`src/sv/pfx_pkg.sv`:
```
package pfx_pkg;

  // Stack geometry.
  localparam int unsigned DEPTH  = 128;
  localparam int unsigned ADDR_W = $clog2(DEPTH);
  localparam int unsigned CNT_W  = $clog2(DEPTH + 1);
  localparam int unsigned VAL_W  = 64;

  // Saturation limits of signed Q32.32.
  localparam logic [VAL_W-1:0] POS_MAX = {1'b0, {(VAL_W-1){1'b1}}};
  localparam logic [VAL_W-1:0] NEG_MIN = {1'b1, {(VAL_W-1){1'b0}}};

  // Characters with a meaning of their own.
  localparam logic [7:0] CH_ZERO = 8'h30;
  localparam logic [7:0] CH_NINE = 8'h39;
  localparam logic [7:0] CH_ADD  = 8'h2B;
  localparam logic [7:0] CH_SUB  = 8'h2D;
  localparam logic [7:0] CH_MUL  = 8'h2A;
  localparam logic [7:0] CH_DIV  = 8'h2F;

  typedef enum logic [2:0] {
    ST_OK        = 3'd0,
    ST_UNDERFLOW = 3'd1,
    ST_FULL      = 3'd2,
    ST_OVERFLOW  = 3'd3,
    ST_DIVZERO   = 3'd4
  } status_t;

  typedef enum logic [1:0] {
    OP_ADD = 2'd0,
    OP_SUB = 2'd1,
    OP_MUL = 2'd2,
    OP_DIV = 2'd3
  } op_t;

  typedef enum logic [2:0] {
    S_IDLE, S_POP_R, S_POP_L, S_OP, S_CALC, S_FIN, S_GET
  } state_t;

  typedef enum logic [2:0] {
    A_IDLE, A_MUL, A_DIV, A_FIN, A_DONE
  } alu_state_t;

  // Request from the sequencer to the arithmetic unit.
  typedef struct packed {
    logic             start;
    op_t              op;
    logic [VAL_W-1:0] a;
    logic [VAL_W-1:0] b;
  } alu_ctl_t;

  // Answer from the arithmetic unit.
  typedef struct packed {
    logic             done;
    logic [VAL_W-1:0] res;
    status_t          err;
  } alu_sts_t;

endpackage

```
`src/sv/pfx_alu.sv`:
```
module pfx_alu (
  input  logic             clk,
  input  logic             rst_n,
  input  pfx_pkg::alu_ctl_t ctl,
  output pfx_pkg::alu_sts_t sts
);

  localparam int unsigned W = pfx_pkg::VAL_W;

  pfx_pkg::alu_state_t st_r, st_nxt;
  pfx_pkg::op_t        op_r, op_nxt;
  logic                neg_r, neg_nxt;
  logic [W-1:0]        x_r, x_nxt, y_r, y_nxt;
  logic [2*W-1:0]      acc_r, acc_nxt;
  logic [W-1:0]        rem_r, rem_nxt;
  logic [W-1:0]        dvd_r, dvd_nxt;
  logic [W+31:0]       q_r, q_nxt;
  logic [6:0]          cnt_r, cnt_nxt;
  logic [W-1:0]        res_r, res_nxt;
  pfx_pkg::status_t    err_r, err_nxt;

  logic [W-1:0]   sum, dif, xm, ym, mag, rem_sh;
  logic [31:0]    pa, pb;
  logic [W-1:0]   prod;
  logic [2*W-1:0] prod_sh;
  logic           big, ge;

  function automatic logic [W-1:0] absval(input logic [W-1:0] v);
    absval = v[W-1] ? (W'(0) - v) : v;
  endfunction

  assign sum = ctl.a + ctl.b;
  assign dif = ctl.a - ctl.b;
  assign xm  = absval(ctl.a);
  assign ym  = absval(ctl.b);

  // One 32x32 partial product per cycle.
  assign pa      = cnt_r[0] ? x_r[W-1:32] : x_r[31:0];
  assign pb      = cnt_r[1] ? y_r[W-1:32] : y_r[31:0];
  assign prod    = {32'b0, pa} * {32'b0, pb};
  assign prod_sh = {64'b0, prod} << (7'(cnt_r[0]) + 7'(cnt_r[1])) * 7'd32;

  // One restoring divide step per cycle.
  assign rem_sh = {rem_r[W-2:0], dvd_r[W-1]};
  assign ge     = rem_r[W-1] || (rem_sh >= y_r);

  assign big = (op_r == pfx_pkg::OP_MUL) ? (acc_r[127:96] != 32'b0) : (q_r[95:64] != 32'b0);
  assign mag = (op_r == pfx_pkg::OP_MUL) ? acc_r[95:32] : q_r[63:0];

  // Next state.
  always_comb begin
    st_nxt = st_r;
    case (st_r)
      pfx_pkg::A_IDLE: begin
        if (ctl.start) begin
          if (ctl.op == pfx_pkg::OP_MUL) begin
            st_nxt = pfx_pkg::A_MUL;
          end else if (ctl.op == pfx_pkg::OP_DIV && ctl.b != W'(0)) begin
            st_nxt = pfx_pkg::A_DIV;
          end else begin
            st_nxt = pfx_pkg::A_DONE;
          end
        end
      end
      pfx_pkg::A_MUL:  if (cnt_r == 7'd3) st_nxt = pfx_pkg::A_FIN;
      pfx_pkg::A_DIV:  if (cnt_r == 7'd95) st_nxt = pfx_pkg::A_FIN;
      pfx_pkg::A_FIN:  st_nxt = pfx_pkg::A_DONE;
      pfx_pkg::A_DONE: st_nxt = pfx_pkg::A_IDLE;
      default:         st_nxt = pfx_pkg::A_IDLE;
    endcase
  end

  // Datapath.
  always_comb begin
    op_nxt  = op_r;
    neg_nxt = neg_r;
    x_nxt   = x_r;
    y_nxt   = y_r;
    acc_nxt = acc_r;
    rem_nxt = rem_r;
    dvd_nxt = dvd_r;
    q_nxt   = q_r;
    cnt_nxt = cnt_r;
    res_nxt = res_r;
    err_nxt = err_r;
    case (st_r)
      pfx_pkg::A_IDLE: begin
        op_nxt  = ctl.op;
        neg_nxt = ctl.a[W-1] ^ ctl.b[W-1];
        x_nxt   = xm;
        y_nxt   = ym;
        acc_nxt = '0;
        rem_nxt = '0;
        dvd_nxt = xm;
        q_nxt   = '0;
        cnt_nxt = '0;
        err_nxt = pfx_pkg::ST_OK;
        case (ctl.op)
          pfx_pkg::OP_ADD: begin
            res_nxt = sum;
            if (ctl.a[W-1] == ctl.b[W-1] && sum[W-1] != ctl.a[W-1]) begin
              res_nxt = ctl.a[W-1] ? pfx_pkg::NEG_MIN : pfx_pkg::POS_MAX;
              err_nxt = pfx_pkg::ST_OVERFLOW;
            end
          end
          pfx_pkg::OP_SUB: begin
            res_nxt = dif;
            if (ctl.a[W-1] != ctl.b[W-1] && dif[W-1] != ctl.a[W-1]) begin
              res_nxt = ctl.a[W-1] ? pfx_pkg::NEG_MIN : pfx_pkg::POS_MAX;
              err_nxt = pfx_pkg::ST_OVERFLOW;
            end
          end
          pfx_pkg::OP_DIV: begin
            // A zero divisor saturates toward the sign of the dividend.
            if (ctl.b == W'(0)) begin
              res_nxt = ctl.a[W-1] ? pfx_pkg::NEG_MIN : pfx_pkg::POS_MAX;
              err_nxt = pfx_pkg::ST_DIVZERO;
            end
          end
          default: ;
        endcase
      end
      pfx_pkg::A_MUL: begin
        acc_nxt = acc_r + prod_sh;
        cnt_nxt = cnt_r + 7'd1;
      end
      pfx_pkg::A_DIV: begin
        rem_nxt = ge ? (rem_sh - y_r) : rem_sh;
        q_nxt   = {q_r[W+30:0], ge};
        dvd_nxt = {dvd_r[W-2:0], 1'b0};
        cnt_nxt = cnt_r + 7'd1;
      end
      pfx_pkg::A_FIN: begin
        // Apply the sign and saturate.
        if (neg_r) begin
          if (big || mag > pfx_pkg::NEG_MIN) begin
            res_nxt = pfx_pkg::NEG_MIN;
            err_nxt = pfx_pkg::ST_OVERFLOW;
          end else begin
            res_nxt = W'(0) - mag;
          end
        end else begin
          if (big || mag > pfx_pkg::POS_MAX) begin
            res_nxt = pfx_pkg::POS_MAX;
            err_nxt = pfx_pkg::ST_OVERFLOW;
          end else begin
            res_nxt = mag;
          end
        end
      end
      default: ;
    endcase
  end

  always_ff @(posedge clk) begin
    if (!rst_n) begin
      st_r <= pfx_pkg::A_IDLE;
    end else begin
      st_r <= st_nxt;
    end
    op_r  <= op_nxt;
    neg_r <= neg_nxt;
    x_r   <= x_nxt;
    y_r   <= y_nxt;
    acc_r <= acc_nxt;
    rem_r <= rem_nxt;
    dvd_r <= dvd_nxt;
    q_r   <= q_nxt;
    cnt_r <= cnt_nxt;
    res_r <= res_nxt;
    err_r <= err_nxt;
  end

  assign sts.done = (st_r == pfx_pkg::A_DONE);
  assign sts.res  = res_r;
  assign sts.err  = err_r;

endmodule
```
`config.mk`:
```
export PLATFORM = sky130hd
export DESIGN_NAME = pfx_alu
export DESIGN_NICKNAME = d
export VERILOG_FILES = /design/src/sv/pfx_pkg.sv /design/src/sv/pfx_alu.sv
export SDC_FILE = /design/constraint.sdc
export NUM_CORES = 2
export LEC_CHECK = 0
export BUFFER_PORTS_ARGS = -buffer_cell sky130_fd_sc_hd__buf_4
export CAP_MARGIN = 20
export CORE_ASPECT_RATIO = 0.75
export CORE_MARGIN = 5
export CORE_UTILIZATION = 43
export DETAILED_ROUTE_END_ITERATION = 12
export GPL_TIMING_DRIVEN = 0
export PLACE_DENSITY = 0.61
export SYNTH_ARGS = -nofsm -noshare
export SYNTH_HDL_FRONTEND = slang
export SYNTH_SLANG_ARGS = --single-unit
export TNS_END_PERCENT = 100
```
`constraint.sdc`:
```
create_clock -name clk -period 13.4 [get_ports clk]
set_clock_uncertainty 0.15 [all_clocks]
set_input_delay 0.67 -clock clk [delete_from_list [all_inputs] [get_ports clk]]
set_output_delay 0.67 -clock clk [all_outputs]
set_load 0.05 [all_outputs]
```
==> impl_metrics.toml <==
[worst_setup_path]
start_kind = "register"
cp.arrival_ns = 13.51
critPathKind = "register to register"
cp_num_buf_inv = 10
slowest_stage = "fa_1"
slowest_delay_ns = 0.57
cp-end-kind = "register"
required_ns = 13.66
critPathMaxFanout = 10
crit_family = "adder cells"
crit_path_frequent_cell = "fa_1"

[drt]
drtIter0Drc = 10100
post_drt_wl_per_cell_um = 29.8
ant_nets = 0
drt-pass1-iter-count = 10
vias = 76400
wirelength_um = 368000
drc_errors = 0
viasPerCell = 6.19

[clock_network]
cts_tree = "done"
cts_sinks = 559
clockBufferDepth = 3
clk_pin_slew_worst_paths_ns = 0.07
h-tree-depth = 3
cts_root_buf = "clkbuf_16"
cts_made_buffers = 66
clkLatencyLatePin_ns = 0.71

[finish]
drive_gt1_share_pct = 7.73
syn_to_final_growth_pct = 11.1
nets = 11400

[placement]
place.gp.congestion = 1.08
io_buffers = 199
place_hpwl_um = 308000
place_ws_ns = -2.83

[sta]
clock.fmax_mhz = 75.4
setup_viol = 0
finalMaxSlewViolations = 0
post-route-period-util_pct = 98.9
worstMarginPinSlew_ns = 1.19
period_needed_ns = 13.26
setup_slack_ns = 0.142
finalHoldViolCount = 0
slew_headroom_pct = 19.6

[global_routing]
grt_pass1_wl_um = 519000
track_usage_pct = 36.6
grt_max_degree = 99
antenna_found_initial = 40
grt-ovfl-total = 0
grt_pass1_vias = 72200

[synth]
syn_nets = 11100
ys_seq_elements = 559
yosys_warnings = 0
yosysSeqAreaShare_pct = 20.7
ys_top_cells_by_area = "fa_1, edfxtp_1, ha_1, nor2_1, inv_1"
avgSynthCellArea_um2 = 8.54
ys.flop_type = "edfxtp_1"
ys_async_sr_fraction_pct = 0
synth-edff-count = 556
synth_top_area_share_pct = 22.3
syn_inst = 9463
synth_area_um2 = 80800
yosysTopAreaCell = "fa_1"
yosysUniqueCellTypes = 85

[floorplanning]
num_rows = 137
io-pin-count = 201
die_h_um = 385
coreArea_um2 = 186000
floorplan.initialDensity_pct = 43.3
die_area_um2 = 197000
die_w_um = 510

[flow_run]
drv_cap = 0

[min_path]
holdCritPathClass = "primary input to register"

[outcome]
status = "finished, final reports clean"
==> area by class of cell <==
type / count / area [um^2]
fillers: 18300 / 96600
multi-input cells: 7231 / 58500
flip-flops and latches: 559 / 16800
inverters: 1133 / 4260
well taps: 2502 / 3130
repair buffers: 277 / 2450
plain buffers: 513 / 2200
clock buffers: 72 / 1670
clock inverters: 46 / 682
diodes: 13 / 32.5
==> Yosys cell counts, drive strengths merged (51+ instances only) <==
cell	count
mux2	65
nor2	1299
xnor2	289
a21o	173
nor4	77
edfxtp	556
nor3	104
nand2	953
and3	122
o21a	63
a21oi	588
ha	584
and2	67
clkbuf	497
nand3	94
fa	901
mux2i	174
o22ai	51
or3	63
o31ai	87
inv	1131
nand2b	62
nand4	139
o21bai	103
o21ai	468
a31oi	63
xor2	111
a221o	51
==> layout by cell type, fill, tap and decap left out, types with 48 or more instances in the layout <==
master	count
xnor2_1	286
nand2b_1	61
mux2i_1	145
nor4_1	71
nor3_1	102
or3_1	60
o21bai_1	103
buf_4	235
and3_1	122
a31oi_1	63
a21oi_1	582
o31ai_1	83
nand3_1	93
clkbuf_16	66
clkbuf_2	80
inv_1	1130
mux2_2	58
o211ai_1	48
ha_1	578
o21ai_0	433
nand4_1	139
clkbuf_1	354
fa_1	901
a21o_1	173
xor2_1	110
and2_1	66
edfxtp_1	556
nand2_1	952
o22ai_1	51
a221o_1	51
nor2_1	1298
==> registers in the layout (all words and copies together) (netlist names) <==
signal,count
op_r,2
err_r,2
acc_r,128
x_r,64
res_r,64
cnt_r,7
y_r,64
st_r,3
neg_r,1
dvd_r,64
rem_r,64
q_r,96
==> path summary, 6_finish.rpt <==
path	start	to	slack, ns	cells after the start
max	cnt_r[0]$_SDFFCE_PN0P_	acc_r[112]$_SDFFCE_PN0P_	0.14	42
min	ctl[128]	op_r[0]$_DFFE_PP_	0.07	1
max reg2reg	cnt_r[0]$_SDFFCE_PN0P_	acc_r[112]$_SDFFCE_PN0P_	0.14	42
min reg2reg	dvd_r[47]$_DFFE_PP_	dvd_r[48]$_DFFE_PP_	0.36	2
==> metrics by stage <==
stage	cells	instance area [um^2]	hold slack, ns	util, %	TNS, ns
final	12300	89700	0.0659	48.2	0
after global routing	12300	89700	0.0280	48.1	-0.00456
after CTS	12300	89200	0.0126	47.9	-0.00268
after detailed placement	12200	86200	0.350	46.2	-150.74
after global placement	12200	85400	0.342	45.8	-144.63
after floorplan	9463	80800	0.334	-	0
==> cells by family after synthesis <==
group	share of synthesized area, %
buffers and inverters	7.78
xor gates and xnor gates	4.34
and+or+nand+nor	17.2
DFF	20.7
muxes	3.06
adders and majority gates	31.4
AOI/OAI and AO/OA	15.5
==> metal layers <==
metal	share of wire (%)	global-route usage [%]	wire, um	vias up
met5	0.058	0	215	-
met4	4.9	14.6	18000	32
met3	14	13.4	53100	747
met2	39	49.8	144000	4828
met1	42	52.2	153000	38100
li1	-	-	-	32700
==> what timing repair did <==
item,4_1_cts,5_1_grt
setup endpoints to repair,91,52
pin swaps,4,6
cloned,0,0
buffers inserted,13,15
hold buffers,1,0
gates resized for setup,210,175
endpoints found under the hold margin,1,0
Power is left out: the tool's default activity adds up to more than one toggle a clock period on the data nets, which glitch-free logic cannot reach.
